`src/hw/rtl/thread_ready_queue_scheduler_assert.svh`:
```
// ----------------------------------------------------------------------------
// Thread ready-queue scheduler: assertion macros
// Concurrent assertion helpers, clocked on clock and disabled in reset.
// ----------------------------------------------------------------------------
`ifndef THREAD_READY_QUEUE_SCHEDULER_ASSERT_SVH
`define THREAD_READY_QUEUE_SCHEDULER_ASSERT_SVH

// same-cycle implication
`define TRQS_ASSERT_IMPL(name, ante, cons) \
   name: assert property (@(posedge clock) disable iff (reset) (ante) |-> (cons)) \
      else $error("trqs: same-cycle check failed");

// next-cycle implication
`define TRQS_ASSERT_NEXT(name, ante, cons) \
   name: assert property (@(posedge clock) disable iff (reset) (ante) |=> (cons)) \
      else $error("trqs: next-cycle check failed");

`endif

```
`src/hw/rtl/trqs_pkg.sv`:
```
// ----------------------------------------------------------------------------
// trqs_pkg
// Shared types and codes of the thread ready-queue scheduler.
// ----------------------------------------------------------------------------
package trqs_pkg;

   // width of the id fields on the ports
   localparam int ID_W = 6;

   typedef enum logic [1:0] {
      OP_CREATE  = 2'd0,
      OP_YIELD   = 2'd1,
      OP_DESTROY = 2'd2
   } op_type;

   typedef enum logic [1:0] {
      KIND_NAMED = 2'd0,
      KIND_SELF  = 2'd1,
      KIND_ANY   = 2'd2
   } kind_type;

   typedef enum logic [1:0] {
      ST_OK      = 2'd0,
      ST_NONE    = 2'd1,
      ST_INVALID = 2'd2,
      ST_NOROOM  = 2'd3
   } status_type;

   // source of the result id
   typedef enum logic [1:0] {
      ID_NONE  = 2'd0,
      ID_CUR   = 2'd1,
      ID_TAKEN = 2'd2,
      ID_CAND  = 2'd3
   } id_sel_type;

   typedef enum logic [3:0] {
      S_CLEAR,
      S_IDLE,
      S_DISPATCH,
      S_FREE_SCAN,
      S_CREATE_FIN,
      S_Q_SCAN,
      S_Q_EVAL,
      S_APPEND,
      S_DONE
   } state_type;

   typedef enum logic [1:0] {
      PATH_RESULT,
      PATH_FREE,
      PATH_QUEUE
   } path_type;

   typedef struct packed {
      logic       capture;
      logic       scan_init;
      logic       clear_step;
      logic       free_step;
      logic       queue_step;
      logic       count_dec;
      logic       unmark;
      logic       append_cur;
      logic       append_cand;
      logic       cur_take;
      logic       set_res;
      status_type res_status;
      id_sel_type res_sel;
      logic       load_rsp;
   } cmd_type;

   typedef struct packed {
      op_type   op;
      kind_type kind;
      logic     empty;
      logic     full;
      logic     tid_is_cur;
      logic     clr_done;
      logic     free_hit;
      logic     free_last;
      logic     q_last;
      logic     found;
      logic     out_free;
   } sts_type;

endpackage

```
`src/hw/rtl/trqs_ctrl.sv`:
```
// ----------------------------------------------------------------------------
// trqs_ctrl
// Sequencer of the scheduler: decodes a request and steps the datapath.
// ----------------------------------------------------------------------------
module trqs_ctrl (
   input  logic              clock,
   input  logic              reset,
   input  logic              req_valid,
   output logic              req_stall,
   input  trqs_pkg::sts_type sts,
   output trqs_pkg::cmd_type cmd
);

   trqs_pkg::state_type  state_ff;
   trqs_pkg::state_type  state_in;
   trqs_pkg::path_type   disp_path;
   trqs_pkg::status_type disp_status;
   trqs_pkg::id_sel_type disp_sel;

   always_ff @(posedge clock) begin
      if (reset) begin
         state_ff <= trqs_pkg::S_CLEAR;
      end else begin
         state_ff <= state_in;
      end
   end

   // request decode, used by both next-state and output logic
   always_comb begin
      disp_path   = trqs_pkg::PATH_RESULT;
      disp_status = trqs_pkg::ST_INVALID;
      disp_sel    = trqs_pkg::ID_NONE;
      case (sts.op)
         trqs_pkg::OP_CREATE: begin
            if (sts.full) begin
               disp_status = trqs_pkg::ST_NOROOM;
            end else begin
               disp_path = trqs_pkg::PATH_FREE;
            end
         end
         trqs_pkg::OP_YIELD: begin
            case (sts.kind)
               trqs_pkg::KIND_SELF: begin
                  if (sts.empty) begin
                     disp_status = trqs_pkg::ST_NONE;
                  end else begin
                     disp_status = trqs_pkg::ST_OK;
                     disp_sel    = trqs_pkg::ID_CUR;
                  end
               end
               trqs_pkg::KIND_ANY: begin
                  if (sts.empty) begin
                     disp_status = trqs_pkg::ST_NONE;
                  end else begin
                     disp_path = trqs_pkg::PATH_QUEUE;
                  end
               end
               trqs_pkg::KIND_NAMED: begin
                  if (sts.tid_is_cur) begin
                     disp_status = trqs_pkg::ST_OK;
                     disp_sel    = trqs_pkg::ID_CUR;
                  end else if (!sts.empty) begin
                     disp_path = trqs_pkg::PATH_QUEUE;
                  end
               end
               default: ;
            endcase
         end
         trqs_pkg::OP_DESTROY: begin
            case (sts.kind)
               trqs_pkg::KIND_SELF, trqs_pkg::KIND_ANY: begin
                  if (sts.empty) begin
                     disp_status = trqs_pkg::ST_NONE;
                  end else begin
                     disp_path = trqs_pkg::PATH_QUEUE;
                  end
               end
               trqs_pkg::KIND_NAMED: begin
                  // the running id is never queued, so it falls out as invalid
                  if (!sts.empty) begin
                     disp_path = trqs_pkg::PATH_QUEUE;
                  end
               end
               default: ;
            endcase
         end
         default: ;
      endcase
   end

   always_comb begin
      state_in = state_ff;
      case (state_ff)
         trqs_pkg::S_CLEAR: begin
            if (sts.clr_done) begin
               state_in = trqs_pkg::S_IDLE;
            end
         end
         trqs_pkg::S_IDLE: begin
            if (req_valid) begin
               state_in = trqs_pkg::S_DISPATCH;
            end
         end
         trqs_pkg::S_DISPATCH: begin
            case (disp_path)
               trqs_pkg::PATH_FREE:  state_in = trqs_pkg::S_FREE_SCAN;
               trqs_pkg::PATH_QUEUE: state_in = trqs_pkg::S_Q_SCAN;
               default:              state_in = trqs_pkg::S_DONE;
            endcase
         end
         trqs_pkg::S_FREE_SCAN: begin
            if (sts.free_hit) begin
               state_in = trqs_pkg::S_CREATE_FIN;
            end else if (sts.free_last) begin
               state_in = trqs_pkg::S_DONE;
            end
         end
         trqs_pkg::S_CREATE_FIN: state_in = trqs_pkg::S_DONE;
         trqs_pkg::S_Q_SCAN: begin
            if (sts.q_last) begin
               state_in = trqs_pkg::S_Q_EVAL;
            end
         end
         trqs_pkg::S_Q_EVAL: begin
            if (sts.found && (sts.op == trqs_pkg::OP_YIELD)) begin
               state_in = trqs_pkg::S_APPEND;
            end else begin
               state_in = trqs_pkg::S_DONE;
            end
         end
         trqs_pkg::S_APPEND: state_in = trqs_pkg::S_DONE;
         trqs_pkg::S_DONE: begin
            if (sts.out_free) begin
               state_in = trqs_pkg::S_IDLE;
            end
         end
         default: state_in = trqs_pkg::S_IDLE;
      endcase
   end

   always_comb begin
      cmd            = '0;
      cmd.res_status = trqs_pkg::ST_INVALID;
      cmd.res_sel    = trqs_pkg::ID_NONE;
      req_stall      = (state_ff != trqs_pkg::S_IDLE);
      case (state_ff)
         trqs_pkg::S_CLEAR: cmd.clear_step = 1'b1;
         trqs_pkg::S_IDLE:  cmd.capture    = req_valid;
         trqs_pkg::S_DISPATCH: begin
            if (disp_path == trqs_pkg::PATH_RESULT) begin
               cmd.set_res    = 1'b1;
               cmd.res_status = disp_status;
               cmd.res_sel    = disp_sel;
            end else begin
               cmd.scan_init = 1'b1;
            end
         end
         trqs_pkg::S_FREE_SCAN: begin
            cmd.free_step = 1'b1;
            if (!sts.free_hit && sts.free_last) begin
               cmd.set_res    = 1'b1;
               cmd.res_status = trqs_pkg::ST_NOROOM;
            end
         end
         trqs_pkg::S_CREATE_FIN: begin
            cmd.append_cand = 1'b1;
            cmd.set_res     = 1'b1;
            cmd.res_status  = trqs_pkg::ST_OK;
            cmd.res_sel     = trqs_pkg::ID_CAND;
         end
         trqs_pkg::S_Q_SCAN: cmd.queue_step = 1'b1;
         trqs_pkg::S_Q_EVAL: begin
            if (!sts.found) begin
               cmd.set_res = 1'b1;
            end else begin
               cmd.count_dec = 1'b1;
               cmd.unmark    = 1'b1;
               if (sts.op != trqs_pkg::OP_YIELD) begin
                  cmd.set_res    = 1'b1;
                  cmd.res_status = trqs_pkg::ST_OK;
                  if (sts.kind == trqs_pkg::KIND_SELF) begin
                     cmd.cur_take = 1'b1;
                     cmd.res_sel  = trqs_pkg::ID_CUR;
                  end else begin
                     cmd.res_sel  = trqs_pkg::ID_TAKEN;
                  end
               end
            end
         end
         trqs_pkg::S_APPEND: begin
            cmd.append_cur = 1'b1;
            cmd.cur_take   = 1'b1;
            cmd.set_res    = 1'b1;
            cmd.res_status = trqs_pkg::ST_OK;
            cmd.res_sel    = trqs_pkg::ID_TAKEN;
         end
         trqs_pkg::S_DONE: cmd.load_rsp = sts.out_free;
         default: ;
      endcase
   end

endmodule

```
`src/hw/rtl/trqs_datapath.sv`:
```
// ----------------------------------------------------------------------------
// trqs_datapath
// Ready queue memory, queued-id bitmap, scan engines and result register.
// ----------------------------------------------------------------------------
module trqs_datapath #(
   parameter int MAX_THREADS = 64
) (
   input  logic                        clock,
   input  logic                        reset,
   input  logic [1:0]                  req_operation,
   input  logic [1:0]                  req_target_kind,
   input  logic [trqs_pkg::ID_W-1:0]   req_target_id,
   input  trqs_pkg::cmd_type           cmd,
   output trqs_pkg::sts_type           sts,
   output logic                        rsp_valid,
   input  logic                        rsp_stall,
   output logic [1:0]                  rsp_status,
   output logic [trqs_pkg::ID_W-1:0]   rsp_result_id,
   output logic [trqs_pkg::ID_W-1:0]   rsp_running_id
);

   localparam int QW = $clog2(MAX_THREADS);
   localparam int CW = $clog2(MAX_THREADS + 1);
   localparam int IW = (QW > trqs_pkg::ID_W) ? QW : trqs_pkg::ID_W;
   localparam logic [CW-1:0] MaxCnt  = CW'(MAX_THREADS);
   localparam logic [CW-1:0] LastCnt = CW'(MAX_THREADS - 1);
   localparam logic [QW-1:0] LastId  = QW'(MAX_THREADS - 1);

   // request
   trqs_pkg::op_type          op_ff;
   trqs_pkg::kind_type        kind_ff;
   logic [trqs_pkg::ID_W-1:0] tid_ff;

   // scheduler state
   logic [QW-1:0] cur_ff;
   logic [CW-1:0] cnt_ff;
   logic [QW-1:0] q_mem [MAX_THREADS];
   logic          bmp_mem [MAX_THREADS];   // 1: id is queued

   // scan engines
   logic [QW-1:0] q_rd_ff;
   logic          bmp_rd_ff;
   logic [CW-1:0] sweep_ff;
   logic [QW-1:0] chk_c_ff;
   logic          chk_cvld_ff;
   logic [CW-1:0] rd_i_ff;
   logic [QW-1:0] chk_j_ff;
   logic          chk_vld_ff;
   logic          found_ff;
   logic [QW-1:0] taken_ff;
   logic [QW-1:0] cand_ff;

   // result
   trqs_pkg::status_type      res_status_ff;
   logic [IW-1:0]             res_id_ff;
   logic [IW-1:0]             res_id_in;
   trqs_pkg::status_type      rsp_status_ff;
   logic [trqs_pkg::ID_W-1:0] rsp_result_id_ff;
   logic [trqs_pkg::ID_W-1:0] rsp_running_id_ff;
   logic                      rsp_valid_ff;

   logic          free_issue;
   logic          free_hit;
   logic          q_issue;
   logic          q_match;
   logic          q_take;
   logic          q_shift;
   logic [IW-1:0] cur_ext;
   logic          q_we;
   logic [QW-1:0] q_wa;
   logic [QW-1:0] q_wd;
   logic          b_we;
   logic [QW-1:0] b_wa;
   logic          b_wd;

   assign cur_ext    = IW'(cur_ff);
   assign free_issue = cmd.free_step && (sweep_ff < MaxCnt);
   assign free_hit   = chk_cvld_ff && !bmp_rd_ff && (chk_c_ff != cur_ff);
   assign q_issue    = cmd.queue_step && (rd_i_ff < cnt_ff);
   assign q_match    = (kind_ff == trqs_pkg::KIND_NAMED) ?
                       (IW'(q_rd_ff) == IW'(tid_ff)) : (chk_j_ff == '0);
   assign q_take     = chk_vld_ff && !found_ff && q_match;
   assign q_shift    = chk_vld_ff && found_ff;

   // queue write port: shift down behind the removed entry, or append at tail
   always_comb begin
      q_we = 1'b0;
      q_wa = '0;
      q_wd = '0;
      if (q_shift) begin
         q_we = 1'b1;
         q_wa = chk_j_ff - QW'(1);
         q_wd = q_rd_ff;
      end else if (cmd.append_cur) begin
         q_we = 1'b1;
         q_wa = cnt_ff[QW-1:0];
         q_wd = cur_ff;
      end else if (cmd.append_cand) begin
         q_we = 1'b1;
         q_wa = cnt_ff[QW-1:0];
         q_wd = cand_ff;
      end
   end

   // bitmap write port
   always_comb begin
      b_we = 1'b0;
      b_wa = '0;
      b_wd = 1'b0;
      if (cmd.clear_step) begin
         b_we = 1'b1;
         b_wa = sweep_ff[QW-1:0];
      end else if (cmd.unmark) begin
         b_we = 1'b1;
         b_wa = taken_ff;
      end else if (cmd.append_cur) begin
         b_we = 1'b1;
         b_wa = cur_ff;
         b_wd = 1'b1;
      end else if (cmd.append_cand) begin
         b_we = 1'b1;
         b_wa = cand_ff;
         b_wd = 1'b1;
      end
   end

   always_ff @(posedge clock) begin
      if (q_we) begin
         q_mem[q_wa] <= q_wd;
      end
      if (q_issue) begin
         q_rd_ff <= q_mem[rd_i_ff[QW-1:0]];
      end
   end

   always_ff @(posedge clock) begin
      if (b_we) begin
         bmp_mem[b_wa] <= b_wd;
      end
      if (free_issue) begin
         bmp_rd_ff <= bmp_mem[sweep_ff[QW-1:0]];
      end
   end

   always_comb begin
      case (cmd.res_sel)
         trqs_pkg::ID_CUR:   res_id_in = cur_ext;
         trqs_pkg::ID_TAKEN: res_id_in = IW'(taken_ff);
         trqs_pkg::ID_CAND:  res_id_in = IW'(cand_ff);
         default:            res_id_in = '0;
      endcase
   end

   // control state
   always_ff @(posedge clock) begin
      if (reset) begin
         cnt_ff       <= '0;
         cur_ff       <= '0;
         sweep_ff     <= '0;
         rd_i_ff      <= '0;
         chk_cvld_ff  <= 1'b0;
         chk_vld_ff   <= 1'b0;
         found_ff     <= 1'b0;
         rsp_valid_ff <= 1'b0;
      end else begin
         if (cmd.scan_init) begin
            sweep_ff <= CW'(1);
            rd_i_ff  <= '0;
            found_ff <= 1'b0;
         end else begin
            if (cmd.clear_step || free_issue) begin
               sweep_ff <= sweep_ff + CW'(1);
            end
            if (q_issue) begin
               rd_i_ff <= rd_i_ff + CW'(1);
            end
            if (q_take) begin
               found_ff <= 1'b1;
            end
         end
         chk_cvld_ff <= free_issue;
         chk_vld_ff  <= q_issue;
         if (cmd.count_dec) begin
            cnt_ff <= cnt_ff - CW'(1);
         end else if (cmd.append_cur || cmd.append_cand) begin
            cnt_ff <= cnt_ff + CW'(1);
         end
         if (cmd.cur_take) begin
            cur_ff <= taken_ff;
         end
         if (cmd.load_rsp) begin
            rsp_valid_ff <= 1'b1;
         end else if (!rsp_stall) begin
            rsp_valid_ff <= 1'b0;
         end
      end
   end

   // payload registers
   always_ff @(posedge clock) begin
      if (cmd.capture) begin
         op_ff   <= trqs_pkg::op_type'(req_operation);
         kind_ff <= trqs_pkg::kind_type'(req_target_kind);
         tid_ff  <= req_target_id;
      end
      if (free_issue) begin
         chk_c_ff <= sweep_ff[QW-1:0];
      end
      if (cmd.free_step && free_hit) begin
         cand_ff <= chk_c_ff;
      end
      if (q_issue) begin
         chk_j_ff <= rd_i_ff[QW-1:0];
      end
      if (q_take) begin
         taken_ff <= q_rd_ff;
      end
      if (cmd.set_res) begin
         res_status_ff <= cmd.res_status;
         res_id_ff     <= res_id_in;
      end
      if (cmd.load_rsp) begin
         rsp_status_ff     <= res_status_ff;
         rsp_result_id_ff  <= res_id_ff[trqs_pkg::ID_W-1:0];
         rsp_running_id_ff <= cur_ext[trqs_pkg::ID_W-1:0];
      end
   end

   always_comb begin
      sts.op         = op_ff;
      sts.kind       = kind_ff;
      sts.empty      = (cnt_ff == '0);
      sts.full       = (cnt_ff >= LastCnt);
      sts.tid_is_cur = (IW'(tid_ff) == cur_ext);
      sts.clr_done   = (sweep_ff == LastCnt);
      sts.free_hit   = free_hit;
      sts.free_last  = chk_cvld_ff && (chk_c_ff == LastId);
      sts.q_last     = chk_vld_ff && (CW'(chk_j_ff) == (cnt_ff - CW'(1)));
      sts.found      = found_ff;
      sts.out_free   = !rsp_valid_ff || !rsp_stall;
   end

   assign rsp_valid      = rsp_valid_ff;
   assign rsp_status     = rsp_status_ff;
   assign rsp_result_id  = rsp_result_id_ff;
   assign rsp_running_id = rsp_running_id_ff;

endmodule

```
`src/hw/rtl/thread_ready_queue_scheduler.sv`:
```
// ----------------------------------------------------------------------------
// thread_ready_queue_scheduler
// Bookkeeping scheduler: running thread id plus an ordered ready queue.
//
// One request item is taken at a time (req_stall is low only while idle) and
// gives exactly one response item. After reset the block clears its queued-id
// bitmap before it takes the first item. Outcomes settled at decode (unused
// codes, full queue, empty queue, yield to self or to the running id by name)
// go straight to the response. Create walks the bitmap one candidate id per
// cycle from id 1 and stops at the first id that is neither queued nor
// running. Yield and destroy walk the queue memory one entry per cycle
// through its single read port, shifting later entries down behind the
// removed one. The whole queue is walked whether or not the id is found, and
// a yield that finds its id then appends the old running id at the tail. The
// response sits in an output register, so a stall on rsp_ holds only that
// item; a new item is taken meanwhile and waits at its end until the register
// is free.
// ----------------------------------------------------------------------------
`include "thread_ready_queue_scheduler_assert.svh"

module thread_ready_queue_scheduler #(
   parameter int MAX_THREADS = 64
) (
   input  logic       clock,
   input  logic       reset,
   // request channel
   input  logic       req_valid,
   output logic       req_stall,
   input  logic [1:0] req_operation,
   input  logic [1:0] req_target_kind,
   input  logic [5:0] req_target_id,
   // response channel
   output logic       rsp_valid,
   input  logic       rsp_stall,
   output logic [1:0] rsp_status,
   output logic [5:0] rsp_result_id,
   output logic [5:0] rsp_running_id
);

   trqs_pkg::cmd_type cmd;   // sequencer -> datapath
   trqs_pkg::sts_type sts;   // datapath -> sequencer

   // sequencer: decode, scan control, result hand-off
   trqs_ctrl u_ctrl (
      .clock     (clock),
      .reset     (reset),
      .req_valid (req_valid),
      .req_stall (req_stall),
      .sts       (sts),
      .cmd       (cmd)
   );

   // queue memory, bitmap, running id and the response register
   trqs_datapath #(
      .MAX_THREADS (MAX_THREADS)
   ) u_datapath (
      .clock           (clock),
      .reset           (reset),
      .req_operation   (req_operation),
      .req_target_kind (req_target_kind),
      .req_target_id   (req_target_id),
      .cmd             (cmd),
      .sts             (sts),
      .rsp_valid       (rsp_valid),
      .rsp_stall       (rsp_stall),
      .rsp_status      (rsp_status),
      .rsp_result_id   (rsp_result_id),
      .rsp_running_id  (rsp_running_id)
   );

   // an accepted item always keeps the block busy for the next cycle
   `TRQS_ASSERT_NEXT(a_busy_after_accept, req_valid && !req_stall, req_stall)
   // failed requests report id zero
   `TRQS_ASSERT_IMPL(a_err_id_zero, rsp_valid && (rsp_status != trqs_pkg::ST_OK), rsp_result_id == '0)
   // a response only appears out of a busy cycle
   `TRQS_ASSERT_IMPL(a_rsp_after_busy, $rose(rsp_valid), $past(req_stall))

endmodule
```
`config.mk`:
```
export PLATFORM = sky130hd
export DESIGN_NAME = thread_ready_queue_scheduler
export DESIGN_NICKNAME = d
export VERILOG_FILES = /design/src/hw/rtl/trqs_pkg.sv /design/src/hw/rtl/trqs_ctrl.sv /design/src/hw/rtl/trqs_datapath.sv /design/src/hw/rtl/thread_ready_queue_scheduler.sv
export VERILOG_INCLUDE_DIRS = /design/src /design/src/hw/rtl
export SDC_FILE = /design/constraint.sdc
export NUM_CORES = 1
export LEC_CHECK = 0
export ABC_CLOCK_PERIOD_IN_PS = 4170
export BUFFER_PORTS_ARGS = -buffer_cell sky130_fd_sc_hd__clkbuf_2
export CAP_MARGIN = 0
export CORE_UTILIZATION = 35
export DETAILED_ROUTE_END_ITERATION = 16
export PLACE_DENSITY = 0.6
export SETUP_SLACK_MARGIN = 0.1
export SLEW_MARGIN = 20
export SYNTH_ARGS = -nofsm -noshare
export SYNTH_HDL_FRONTEND = slang
export SYNTH_SLANG_ARGS = --single-unit
```
`constraint.sdc`:
```
create_clock -name clock -period 4.17 [get_ports clock]
set_clock_uncertainty 0.05 [all_clocks]
set_input_delay 0.834 -clock clock [delete_from_list [all_inputs] [get_ports clock]]
set_output_delay 0.834 -clock clock [all_outputs]
set_load 0.03 [all_outputs]
```
---- Word-level counts from Yosys, hierarchy flattened ----
Memories as Yosys holds them, arrays and structs flattened. A register that Yosys moved wholly into a read port is not among the register bits.
Index checks and enable logic that the tools add are counted.
word-level totals
  bits in registers ....................... 91
  memory bits (writable) .................. 448
  output and inout bits ................... 16
  word-level logic and storage cells ...... 171
  memories ................................ 2
cells by class
  add/subtract/negate cells ............... 5
  order comparisons ....................... 3
  equal/unequal tests ..................... 31
  muxes and demuxes ....................... 75
  reduce and logical (&&, ||, !) cells .... 33
memory list
  memory              words  width  rd ports  clocked after memory_dff  wr ports  RTL line             source
  u_datapath.q_mem    64     6      1         1                         1         trqs_datapath.sv:37  logic [QW-1:0] q_mem [MAX_THREADS];
  u_datapath.bmp_mem  64     1      1         1                         1         trqs_datapath.sv:38  logic bmp_mem [MAX_THREADS];
operators by type and width
  kind                                                 number
  2-to-1 mux 6 bit                                     9
  2-to-1 mux 1 bit                                     33
  2-to-1 mux 4 bit                                     8
  case mux 4 bit (8 select lines)                      1
  adder 7 x 1 -> 7 bit, second input constant          3
  2-to-1 mux 2 bit                                     10
  case mux 2 bit (3 select lines)                      3
  case mux 6 bit (3 select lines)                      1
  == test 4 x 3 -> 1 bit, second input constant        4
  2-to-1 mux 7 bit                                     2
  == test 6 bit                                        2
  logical AND 1 bit                                    12
  case mux 3 bit (4 select lines)                      1
  == test 2 bit, second input constant                 5
  == test 2 x 1 -> 1 bit, second input constant        4
  == test 4 x 2 -> 1 bit, second input constant        2
  case mux 2 bit (2 select lines)                      2
  case mux 2 bit (4 select lines)                      1
  case mux 4 bit (2 select lines)                      1
  == test 6 x 7 -> 1 bit                               1
  == test 7 x 6 -> 1 bit, second input constant        1
  >= comparator 7 x 6 -> 1 bit, second input constant  1
  zero test 7 bit                                      1
  < comparator 7 bit                                   1
  other kinds (23)                                     38

---- Longest topological paths before layout ----
Gate-level depths: netlist (run 1).
  depth after elaboration ................. 10
  depth in mapped cells ................... 13
  gate-level depth less buffers ........... 13

---- By module ----
Synthesis (run 1) repeated with hierarchy kept, for this count alone.
unflattened totals
  cells, all modules ...................... 1434
  area total of the unflattened synthesis .. 23045.9 um^2
by module, submodules not included
  module         times used  cells an instance  area an instance (um^2)
  trqs_datapath  1           1321               22273.9
  trqs_ctrl      1           113                772.0

---- Worst setup path before layout (run 1) ----
OpenSTA, ideal clock, no wires.
  path type ............................... register -> register
  start point ............................. register u_datapath.found_ff
  end point ............................... memory u_datapath.q_mem[0][1] in the netlist's numbering, data pin
  arrival time ............................ 3.673 ns
  required time ........................... 3.400 ns
  slack ................................... -0.273 ns
  stages on the path, launching flop included .. 6
  path buffers ............................ 3
  clock period less this slack ............ 4.443 ns
  cells stage by stage .................... dfxtp_1 > clkbuf_1 > and2_1 > clkbuf_1 > clkbuf_1 > o31ai_1
on the way
  word-level cells in the longest chain between the ends .. 2
ends and longest elaborated chain
  what                    RTL line              source
  from (decl)             trqs_datapath.sv:49   logic found_ff;
  from (signal assigned)  trqs_datapath.sv:163  found_ff <= 1'b0;
  from (signal assigned)  trqs_datapath.sv:169  found_ff <= 1'b0;
  from (signal assigned)  trqs_datapath.sv:178  found_ff <= 1'b1;
  logical AND 1 bit       trqs_datapath.sv:83   assign q_shift = chk_vld_ff && found_ff;
  2-to-1 mux 6 bit        trqs_datapath.sv:90   if (q_shift) begin
  net u_datapath.q_wd[1]  trqs_datapath.sv:71   logic [QW-1:0] q_wd;
  to (decl)               trqs_datapath.sv:37
The timed path passes the listed nets, and every way through them passes these cells.

---- Worst setup path in the final report (run 1) ----
  start point ............................. register u_ctrl.state_ff[1]
  end point ............................... memory u_datapath.q_mem[7][0] in the netlist's numbering (enable)
on the way
  word-level cells in the longest chain between the ends .. 7
  elaborated cells between the ends (all ways) .. 12
ends and longest elaborated chain
  what                                    RTL line              source
  from (decl)                             trqs_ctrl.sv:14       trqs_pkg::state_type state_ff;
  from (signal assigned)                  trqs_ctrl.sv:22       state_ff <= trqs_pkg::S_CLEAR;
  from (signal assigned)                  trqs_ctrl.sv:24       state_ff <= state_in;
  == test 4 x 3 -> 1 bit                  trqs_ctrl.sv:146      case (state_ff)
  2-to-1 mux 1 bit                        trqs_ctrl.sv:146
  2-to-1 mux 1 bit                        trqs_datapath.sv:98   end else if (cmd.append_cand) begin
  2-to-1 mux 1 bit                        trqs_datapath.sv:94   end else if (cmd.append_cur) begin
  2-to-1 mux 1 bit                        trqs_datapath.sv:90
  2-to-1 mux 1 bit                        trqs_datapath.sv:128  if (q_we) begin
  2-to-1 mux 1 bit (not written as such)  trqs_datapath.sv:129  q_mem[q_wa] <= q_wd;
Several ways; a longest one is shown, not always the timed one.

==> metrics.csv, run 1 <==
stage;metric;value;unit
synth;synth_seq_cells;546;
cts;clk_pin_slew;0.06;ns
pwr;power.density;423;mW/mm^2
hold_path;min_path_cells;0;
floorplan;die_w;258;um
synth;synth.area.top_cells;edfxtp_1 67%, mux4_2 11%, nor2_1 3.1%;
layout;mostFrequentLayoutCells;511 x edfxtp_1, 191 x nor2_1, 116 x mux4_2;
placed_design;place_ws;0.859;ns
worst_setup_path;ff2ff_path_depth;7;
cts;cts-resized-gates;0;
cts;numCtsBuffers;54;
timing;slew_headroom;37.0;%
timing;slew_viol_final;0;
cts;clock-sinks;546;
worst_setup_path;rr_endpoint;u_datapath.q_mem[7][0];
synth;yosys_warnings;0;
pwr;max-vdd-ir-drop;0.308;mV
timing;hold_viol_final;0;
layout;fin_cells;2340;
placed_design;post-place-cells;2238;
cts;clk_latency;0.62;ns
timing;fin_crit_sh;80.4;%
pwr;power.leakage;7.16;nW
floorplan;core;0.0646;sq mm
drt;wl_per_cell;22.8;um
worst_setup_path;start_kind;flop;
synth;seq_area_frac_synth;70.1;%
drt;dr_total_vias;12600;
worst_setup_path;cp.required;4.39;ns
pwr;internal_power;8.82;mW
cts;cts_tree;yes;
drt;drt_first_pass_iters;5;
timing;rsz0062_at_grt;no;
grt;antenna_found_initial;1;
pwr;power_frac_seq;54.0;%
grt;globalRouteOverflowTotal;0;
floorplan;io_pins;30;
worst_setup_path;crit_top_cell;nor2_1;
worst_setup_path;rr_startpoint;u_ctrl.state_ff[1];
cts;root_buffer;clkbuf_16;
synth;syn_area;0.0229;sq mm
grt;grt_use_total;16.0;%
grt;grt_max_degree;68;
cts;ctsHoldBuffers;0;
timing;fin_crit;3.35;ns
worst_setup_path;critical-path-max-stage-delay;0.79;ns
floorplan;die_y;258;um
layout;area_growth;13.1;%
run;maxCapViolations;0;
status;outcome;complete, no violations;
grt;grt_pass1_wl;80200;um
placed_design;gp_congestion;0.858;
synth;synth-async-reset-ratio;0;%
cts;clockBufferDepth;3;
hold_path;holdPathEnd;u_datapath.rsp_result_id[1];
floorplan;floorplan.die_area;0.0665;sq mm
synth;yosys.area.top_type;edfxtp_1;
drt;detail-route-antenna-nets;0;
timing;finalSetupViolCount;0;
worst_setup_path;rrSetupSlack;0.82;ns
worst_setup_path;path_class;reg2reg;
synth;avgSynthCellArea;16.4;sq um
pwr;p_comb_share;1.0;%
layout;nets;1472;
worst_setup_path;arrival;3.57;ns
layout;fillers;5781;
grt;grt_pass1_vias;12700;
pwr;clock_power_share;45.1;%
synth;synth_top_area_share;67.0;%
timing;finalWorstSetupSlack;0.816;ns
synth;synth_flop_cell;edfxtp_1;
synth;synth_fp_nets;1427;
pwr;p_sw_share;19.6;%
synth;synth_edf_count;511;
timing;tightest_slew;0.941;ns
placed_design;io_buffers;29;
drt;routed_wl;53300;um
pwr;power_switching;2.15;mW
floorplan;initial_utilization;35.5;%
layout;layout_commonest_cell;edfxtp_1;
cts;htree_levels;2;
worst_setup_path;cp_max_fo;25;
drt;viasPerCell;5.37;
placed_design;place_hpwl;35300;um
synth;synth_cell_types;69;
cts;postCtsSetupBuffers;0;
synth;synthCells;1394;
floorplan;rows;93;
worst_setup_path;worst_path_max_delay_cell;dfxtp_1;
layout;drive_gt1_share;18.9;%
drt;drc_errors;0;
timing;fmax;298;MHz
hold_path;hp-class;reg2reg;
drt;first_iter_violations;1205;
hold_path;hold_start;u_datapath.res_id_ff[1];
worst_setup_path;cp-end-kind;flop;
worst_setup_path;cp_cell_sequence;nor2_1, o21ai_1, inv_1, nand3_1, o21a_1, nand2_1, nor2_1;
-- Yosys cell counts (all sizes together), types with 15 or more instances --
master and n:
edfxtp 511, a22oi 21, clkbuf 32, ha 19, xor2 15, inv 19
xnor2 30, dfxtp 35, o21ai 33, a21oi 31, mux2i 26, nand3 29
nand2 82, buf 34, nor2 191, and2 15, mux4 116
-- sequential cells by signal, indices dropped and copies added, names as in the netlist, 2 cells and up --
name,cells
u_datapath.chk_j_ff,6
u_datapath.cur_ext,6
u_datapath.rsp_result_id,6
u_datapath.res_id_ff,6
u_datapath.res_status_ff,2
u_datapath.rsp_running_id,6
u_datapath.chk_c_ff,6
u_datapath.kind_ff,2
u_datapath.tid_ff,6
u_datapath.q_rd_ff,6
u_datapath.cnt_ff,7
u_ctrl.state_ff,4
u_datapath.op_ff,2
u_datapath.taken_ff,6
u_datapath.sweep_ff,7
u_datapath.cand_ff,6
u_datapath.q_mem,384
u_datapath.rd_i_ff,7
u_datapath.rsp_status,2
u_datapath.bmp_mem,64
-- how the worst max path moves through the flow --
stage | startpoint | to | slack (ns)
CTS | u_datapath.rd_i_ff[3] | u_datapath.rd_i_ff[3] | 0.86
finish | u_ctrl.state_ff[1] | u_datapath.q_mem[7][0] | 0.82
floorplan | u_datapath.found_ff | u_datapath.q_mem[0][1] | -0.27
global route | u_ctrl.state_ff[1] | u_datapath.q_mem[7][0] | 0.60
global placement | u_ctrl.state_ff[1] | u_datapath.q_mem[47][4] | 0.94
detailed placement | u_ctrl.state_ff[1] | u_datapath.q_mem[24][3] | 0.86
-- power by group through the flow --
stage	logic, mW	clock network [mW]	registers, mW
after detailed placement	0.105	0	6.03
after CTS	0.106	5.03	5.92
final	0.105	4.94	5.92
after global placement	0.103	0	6.03
after floorplan	0.0749	0	6.03
after global routing	0.115	5.21	5.91
-- area by class of cell --
class                      count  area (sq um)  share of cell area (%)
inverter                      19          71.3                   0.275
antenna                        1          2.50                 0.00966
tap                          855          1070                    4.13
sequential                   546         16100                    62.0
multi-input combinational    762          6470                    25.0
timing repair buffer          56           410                    1.58
clock inverter                29           313                    1.21
clock buffer                  72          1510                    5.84
-- metal layers --
metal	up-vias	part of all wire [%]	GRT usage, %
met5	-	0	0
met4	0	3.4	5.98
met3	110	6.5	2.82
met2	430	47	25.3
met1	6478	43	22.2
li1	5554	-	-
-- per-stage QoR --
step | hold slack, ns | total power, mW | utilization, % | area, sq um | setup TNS, ns
finish | 0.335 | 11.0 | 40.1 | 25900 | 0
global route | 0.335 | 11.2 | 40.1 | 25900 | 0
CTS | 0.320 | 11.1 | 40.1 | 25900 | 0
detailed placement | 0.356 | 6.14 | 37.3 | 24100 | 0
global placement | 0.355 | 6.14 | 37.3 | 24100 | 0
floorplan | 0.350 | 6.10 | - | 22900 | -41.00
-- kinds of logic (layout without fill, tap and decap cells) --
family                   count (synthesis)  in the layout  share of synthesized area (%)
AND/OR/NAND/NOR                        405            405                           8.21
AO/OA/AOI/OAI                          151            151                           4.53
adder cells (fa/ha/maj)                 19             19                           1.04
multiplexers                           142            142                           12.5
other                                    0              1                              0
buffers and inverters                   86            176                           1.90
flip-flops                             546            546                           70.1
XOR/XNOR                                45             45                           1.72
-- critical path: cells and delay by family, from the launching register on --
family	cells	cell delay, ns
simple gates	4	1.17
buf+inv	1	0.17
flops	1	0.79
compound gates	2	0.84
(Power assumes the default switching activity.)
==> run 2: changes to the inputs <==
ABC_AREA = 1   (was default)
ABC_CLOCK_PERIOD_IN_PS = 3330   (was 4170)
PLACE_DENSITY = 0.58   (was 0.6)
clock period = 3.33 ns   (was 4.17 ns; I/O delays follow)
==> run 2 against run 1 <==
- flip-flop and latch count is the same
- non-clock buffer count grew 10
- first-iteration DRC count grew 40%
- via count grew 28%
- core utilization grew 0.22 points
- critical endpoint is now u_datapath.q_mem[25][4]
- maximum frequency grew 18%
- critical path depth is the same
- clock power grew 34%
==> metrics.csv, run 2 <==
stage;metric;value;unit;change
timing;fin_crit_sh;85.0;%;+4.6 points
grt;antenna_found_initial;0;;-1
grt;globalRouteOverflowTotal;0;;unchanged
worst_setup_path;ff2ff_path_depth;7;;unchanged
cts;cts_tree;yes;;
layout;post-route-util;40.3;%;+0.22 points
layout;reg_top3;u_datapath.q_mem (384), u_datapath.bmp_mem (64);;
synth;synth_edf_count;511;;unchanged
layout;regMostFlops;u_datapath.q_mem;;
grt;grt_pass1_wl;94700;um;+18%
grt;grt_max_degree;109;;+60%
grt;grt_use_total;18.3;%;+2.3 points
floorplan;io_pins;30;;unchanged
grt;grt_pass1_vias;15900;;+25%
worst_setup_path;cp.required;3.53;ns;-0.86 ns
drt;routed_wl;61700;um;+16%
pwr;power.density;584;mW/mm^2;+38%
layout;fillers;6270;;+8.5%
synth;synth_top_area_share;65.8;%;-1.2 points
floorplan;die_w;260;um;+0.87%
worst_setup_path;rr_endpoint;u_datapath.q_mem[25][4];;
grt;grt_util_met3;3.33;%;+0.52 points
cts;clk_pin_slew;0.06;ns;about the same
layout;drive_gt1_share;9.18;%;-9.8 points
cts;numCtsBuffers;57;;+5.6%
timing;fin_tns_setup;0;ns;unchanged
timing;rsz0062_at_grt;no;;
floorplan;floorplan.die_area;0.0676;sq mm;+1.7%
worst_setup_path;cp-end-kind;flop;;
pwr;p_comb_share;8.1;%;+7.1 points
pwr;power_switching;3.69;mW;+71%
layout;diodes;0;;-1
layout;nets;2147;;+46%
synth;syn_area;0.0233;sq mm;+1.8%
cts;root_buffer;clkbuf_16;;
floorplan;core;0.0659;sq mm;+2.0%
cts;ctsHoldBuffers;0;;unchanged
cts;clock-sinks;546;;unchanged
grt;grt_util_met1;24.8;%;+2.6 points
placed_design;place_hpwl;38900;um;+10%
worst_setup_path;start_kind;flop;;
synth;yosys.area.top_type;edfxtp_1;;
pwr;total_power;15.5;mW;+41%
synth;synth_seq_cells;546;;unchanged
synth;synth_fp_nets;2118;;+48%
drt;dr_total_vias;16200;;+28%
worst_setup_path;rr_startpoint;u_datapath.chk_j_ff[0];;
layout;layout_commonest_cell;edfxtp_1;;
synth;yosys_warnings;0;;unchanged
cts;cts-resized-gates;0;;unchanged
timing;slew_viol_final;0;;unchanged
drt;viasPerCell;5.34;;-0.53%
drt;first_iter_violations;1682;;+40%
floorplan;die_y;260;um;+0.87%
timing;finalSetupViolCount;0;;unchanged
hold_path;hp-class;in2reg;;
placed_design;gp_congestion;0.905;;+5.5%
synth;synth_cell_types;44;;-36%
worst_setup_path;setup.worst_path.start;u_datapath.chk_j_ff[0];;
drt;detail-route-antenna-nets;0;;unchanged
synth;synth_most_common_cell;edfxtp_1;;
synth;seq_area_frac_synth;68.9;%;-1.2 points
grt;busiest_layer;met2;;
grt;grt_use_met2;29.7;%;+4.4 points
cts;clockBufferDepth;3;;unchanged
synth;synth-async-reset-ratio;0;%;unchanged
synth;synth.area.top_cells;edfxtp_1 66%, nor2_1 7.4%, o21ai_0 5.9%;;
pwr;p_sw_share;23.8;%;+4.2 points
pwr;max-vdd-ir-drop;0.480;mV;+56%
pwr;internal_power;11.8;mW;+34%
timing;fin_crit;2.83;ns;-0.524 ns
synth;synthCells;2085;;+50%
timing;hold_viol_final;0;;unchanged
synth;synth.top_cells.by_count;511 x edfxtp_1, 461 x nor2_1, 276 x o21ai_0;;
synth;synth_flop_cell;edfxtp_1;;
synth;avgSynthCellArea;11.2;sq um;-32%
worst_setup_path;rrSetupSlack;0.50;ns;-0.32 ns
pwr;power_frac_seq;49.4;%;-4.6 points
timing;fmax;353;MHz;+18%
timing;slew_headroom;27.3;%;-9.7 points
pwr;clock_power_share;42.5;%;-2.6 points
drt;drc_errors;0;;unchanged
layout;mostFrequentLayoutCells;511 x edfxtp_1, 461 x nor2_1, 270 x o21ai_0;;
cts;clk_latency;0.62;ns;about the same
layout;largest_register_ffs;384;;unchanged
floorplan;rows;94;;+1.1%
drt;wl_per_cell;20.4;um;-10%
pwr;power.leakage;8.25;nW;+15%
floorplan;initial_utilization;35.4;%;-0.079 points
status;outcome;complete, no violations;;
cts;postCtsSetupBuffers;0;;unchanged
timing;tightest_slew;1.09;ns;+0.148 ns
worst_setup_path;arrival;3.03;ns;-0.54 ns
drt;drt_first_pass_iters;6;;+1
cts;htree_levels;2;;unchanged
worst_setup_path;cp-endpoint;u_datapath.q_mem[25][4];;
worst_setup_path;path_class;reg2reg;;
worst_setup_path;cp_max_fo;8;;-68%
layout;area_growth;14.0;%;
run;maxCapViolations;0;;unchanged
placed_design;io_buffers;29;;unchanged
-- run 2: cell count changes after synthesis, sizes merged, moves of 26 or more --
| cell | before | now |
|---|---|---|
| clkbuf | 32 | 70 |
| xnor2 | 30 | 1 |
| mux2i | 26 | 0 |
| o21ai | 33 | 282 |
| nor2 | 191 | 468 |
| nand3 | 29 | 89 |
| inv | 19 | 113 |
| o211ai | 1 | 43 |
| mux4 | 116 | 0 |
| o22ai | 4 | 64 |
| nand2 | 82 | 229 |
-- run 2: worst min-delay path by stage --
stage / end / cells after the start / slack (ns) / startpoint
after floorplan: u_datapath.rsp_result_id[0] / 0 / 0.35 / u_datapath.res_id_ff[0]
after global placement: u_datapath.rsp_result_id[2] / 0 / 0.35 / u_datapath.res_id_ff[2]
after detailed placement: u_datapath.rsp_result_id[1] / 0 / 0.35 / u_datapath.res_id_ff[1]
after CTS: u_datapath.tid_ff[4] / 1 / 0.13 / req_target_id[4]
after global routing: u_datapath.kind_ff[0] / 1 / 0.14 / req_target_kind[0]
final: u_datapath.op_ff[0] / 1 / 0.17 / req_operation[0]
-- run 2: per-layer routing --
metal	up-vias	share of wire [%]
met2	581	47
li1	7494	-
met1	7969	44
met4	0	2.7
met5	-	0
met3	106	6.5
-- run 2: kinds of logic after synthesis --
group,count (synthesis),share of synthesized area [%]
and+or+nand+nor,823,14.5
DFF,546,68.9
AOI/OAI and AO/OA,474,11.7
buffers and inverters,215,3.61
adders and majority gates,19,1.02
xor gates and xnor gates,8,0.365
-- run 2: critical path, stage by stage, from the launching register on --
cell	delay, ns
edfxtp_1	0.44
inv_1	0.14
ha_1	0.22
xnor2_1	0.12
o21ai_0	0.14
o21ai_0	0.26
nand2_1	0.50
nor2_1	0.59
-- run 2: power groups by stage --
stage	clock (mW)	combinational [mW]	sequential (mW)
global placement	0	1.25	7.80
floorplan	0	0.833	7.83
detailed placement	0	1.25	7.81
CTS	6.71	1.26	7.66
global route	6.97	1.39	7.67
finish	6.60	1.26	7.66
-- run 2: per-stage QoR --
step,worst slack (ns),hold WS [ns],instances,instance area [sq um]
floorplan,-0.811,0.350,2085,23300
finish,0.500,0.168,3022,26600
global route,0.265,0.139,3022,26600
CTS,0.503,0.128,3022,26600
global placement,0.579,0.354,2918,24600
detailed placement,0.516,0.355,2919,24600
-- run 2: area by class of cell --
type	count	area [sq um]	area share, %
Tap cell	864	1080	4.07
Clock buffer	67	1460	5.51
Clock inverter	36	465	1.75
Timing Repair Buffer	66	568	2.14
Sequential cell	546	16100	60.4
Multi-Input combinational cell	1324	6480	24.4
Inverter	119	449	1.69
==> run 3: changes to the inputs <==
ABC_AREA = 0   (was 1)
ABC_CLOCK_PERIOD_IN_PS = 2800   (was 3330)
clock period = 2.8 ns   (was 3.33 ns; I/O delays follow)
==> run 3 against run 2 <==
- worst setup slack got worse by 0.35 ns
- hold slack got worse by 0.088 ns
- count of clock-buffer cells in the layout increased by 2
- via count decreased by 20%
- core utilization increased by 1.4 points
- critical path type is now reg2out
- critical endpoint is now req_stall
- largest power group unchanged
==> metrics.csv, run 3 (synthesized netlist as in run 1, its figures left out) <==
stage;metric;value;unit;change
layout;reg_top3;u_datapath.q_mem (384), u_datapath.bmp_mem (64);;
hold_path;min_path_cells;1;;unchanged
layout;diodes;0;;unchanged
pwr;power.leakage;7.84;nW;-4.9%
floorplan;rows;93;;-1.1%
timing;slew_headroom;56.3;%;+29 points
layout;regArea;0.0161;sq mm;unchanged
hold_path;hp-class;in2reg;;
worst_setup_path;cp-end-kind;output port;;
pwr;power.density;591;mW/mm^2;+1.1%
floorplan;floorplan.die_area;0.0665;sq mm;-1.7%
timing;rsz0062_at_grt;yes;;
timing;fin_crit_sh;94.7;%;
layout;drive_gt1_share;26.7;%;+18 points
timing;finalSetupViolCount;0;;unchanged
drt;drt_first_pass_iters;5;;-1
hold_path;holdPathEnd;u_datapath.kind_ff[1];;
timing;slew_viol_final;0;;unchanged
cts;root_buffer;clkbuf_16;;
floorplan;die_y;258;um;-0.86%
drt;dr_total_vias;13000;;-20%
grt;grt_max_degree;68;;-38%
worst_setup_path;rr_endpoint;u_datapath.res_id_ff[1];;
status;outcome;complete, no violations;;
drt;wl_per_cell;21.8;um;+6.9%
layout;area_growth;17.8;%;
cts;htree_levels;2;;unchanged
drt;first_iter_violations;1186;;-29%
hold_path;hold_start;req_target_kind[1];;
floorplan;core;0.0646;sq mm;-1.9%
cts;ctsHoldBuffers;0;;unchanged
timing;finalWorstSetupSlack;0.149;ns;-0.350 ns
drt;drc_errors;0;;unchanged
worst_setup_path;cp_max_fo;20;;+12
cts;clock-sinks;546;;unchanged
layout;stdcell_area;0.0270;sq mm;+1.5%
placed_design;place_area;0.0251;sq mm;+2.1%
cts;clk_pin_slew;0.06;ns;about the same
worst_setup_path;path_class;reg2out;;
layout;multi_input_area;0.00655;sq mm;+1.0%
pwr;max-vdd-ir-drop;0.386;mV;-20%
layout;nets;1608;;-25%
drt;detail-route-antenna-nets;0;;unchanged
grt;grt_pass1_wl;82600;um;-13%
grt;grt_pass1_vias;13100;;-18%
layout;fillers;5759;;-8.1%
cts;clockBufferDepth;3;;unchanged
drt;viasPerCell;5.25;;-1.8%
floorplan;die_w;258;um;-0.86%
cts;cts_tree;yes;;
layout;layout_commonest_cell;edfxtp_1;;
grt;grt_use_total;16.3;%;-2.0 points
timing;hold-worst-slack;0.0799;ns;-0.0877 ns
cts;numCtsBuffers;54;;-5.3%
drt;routed_wl;53900;um;-13%
placed_design;post-place-cells;2365;;-19%
worst_setup_path;arrival;2.04;ns;-0.99 ns
timing;hold_viol_final;0;;unchanged
worst_setup_path;cp.required;2.19;ns;-1.34 ns
placed_design;place_hpwl;36500;um;-6.3%
worst_setup_path;ff2ff_path_depth;12;;+5
run;maxCapViolations;0;;unchanged
placed_design;io_buffers;29;;unchanged
grt;antenna_found_initial;0;;unchanged
layout;mostFrequentLayoutCells;511 x edfxtp_1, 183 x nor2_1, 147 x buf_4;;
timing;fin_tns_setup;0;ns;unchanged
layout;largest_register_ffs;384;;unchanged
placed_design;gp_congestion;0.893;;-1.3%
layout;regMostFlops;u_datapath.q_mem;;
placed_design;place_ws;0.103;ns;-0.413 ns
floorplan;io_pins;30;;unchanged
worst_setup_path;rrSetupSlack;0.21;ns;-0.29 ns
layout;post-route-util;41.8;%;+1.4 points
worst_setup_path;rr_startpoint;u_datapath.kind_ff[0];;
timing;tightest_slew;0.651;ns;-0.438 ns
layout;fin_cells;2470;;-18%
pwr;total_power;15.9;mW;+2.7%
cts;clk_latency;0.61;ns;about the same
timing;fin_crit;2.65;ns;
grt;globalRouteOverflowTotal;0;;unchanged
timing;fmax;377;MHz;
worst_setup_path;start_kind;flop;;
floorplan;initial_utilization;35.5;%;+0.079 points
-- run 3: cell count changes in the layout (fill, tap and decap cells not counted), sizes merged, moves of 26 or more --
cell    delta
nor2     -277
o21ai    -249
nand2    -147
buf      +126
mux4     +116
inv       -95
nand3     -60
o22ai     -60
o211ai    -42
xnor2     +29
mux2i     +26
-- run 3: power breakdown --
group / internal (mW) / switching (mW) / total, mW
Sequential: 8.79 / 0.00448 / 8.80
Combinational: 0.0722 / 0.106 / 0.178
Clock: 3.91 / 3.04 / 6.95
Total: 12.8 / 3.15 / 15.9
-- run 3: how the worst max path moves through the flow --
stage | slack (ns) | cells after the start | start | end
floorplan | -0.40 | 5 | u_datapath.found_ff | u_datapath.q_mem[0][1]
global placement | 0.16 | 5 | u_datapath.rd_i_ff[0] | u_datapath.q_rd_ff[1]
detailed placement | 0.10 | 8 | u_datapath.chk_j_ff[0] | u_datapath.q_mem[56][0]
CTS | 0.10 | 4 | u_ctrl.state_ff[0] | req_stall
global route | 0.08 | 10 | u_datapath.cnt_ff[0] | u_datapath.res_id_ff[1]
finish | 0.15 | 4 | u_ctrl.state_ff[0] | req_stall
-- run 3: critical path: stages (launching register included) --
cell,delay [ns]
dfxtp_1,0.38
buf_6,0.21
or2b_2,0.39
nand2b_1,0.24
clkbuf_2,0.22
-- run 3: cell type report --
cell class	count	share of cell area, %
multi-input combinational	762	24.3
clock inverter	27	0.835
sequential	546	59.5
tap	855	3.97
clock buffer	69	5.37
timing repair buffer	192	5.75
inverter	19	0.278
-- run 3: timing repair --
item	in CTS	in global routing
endpoints found under the setup margin	0	368
hold endpoints to repair	0	0
buffers inserted	0	9
gates resized for setup	0	29
-- run 3: per-layer routing --
layer | part of all wire (%) | GRT usage [%]
met5 | 0 | 0
met4 | 2.2 | 4.65
met3 | 5.5 | 2.21
met2 | 48 | 26.6
met1 | 44 | 23.0
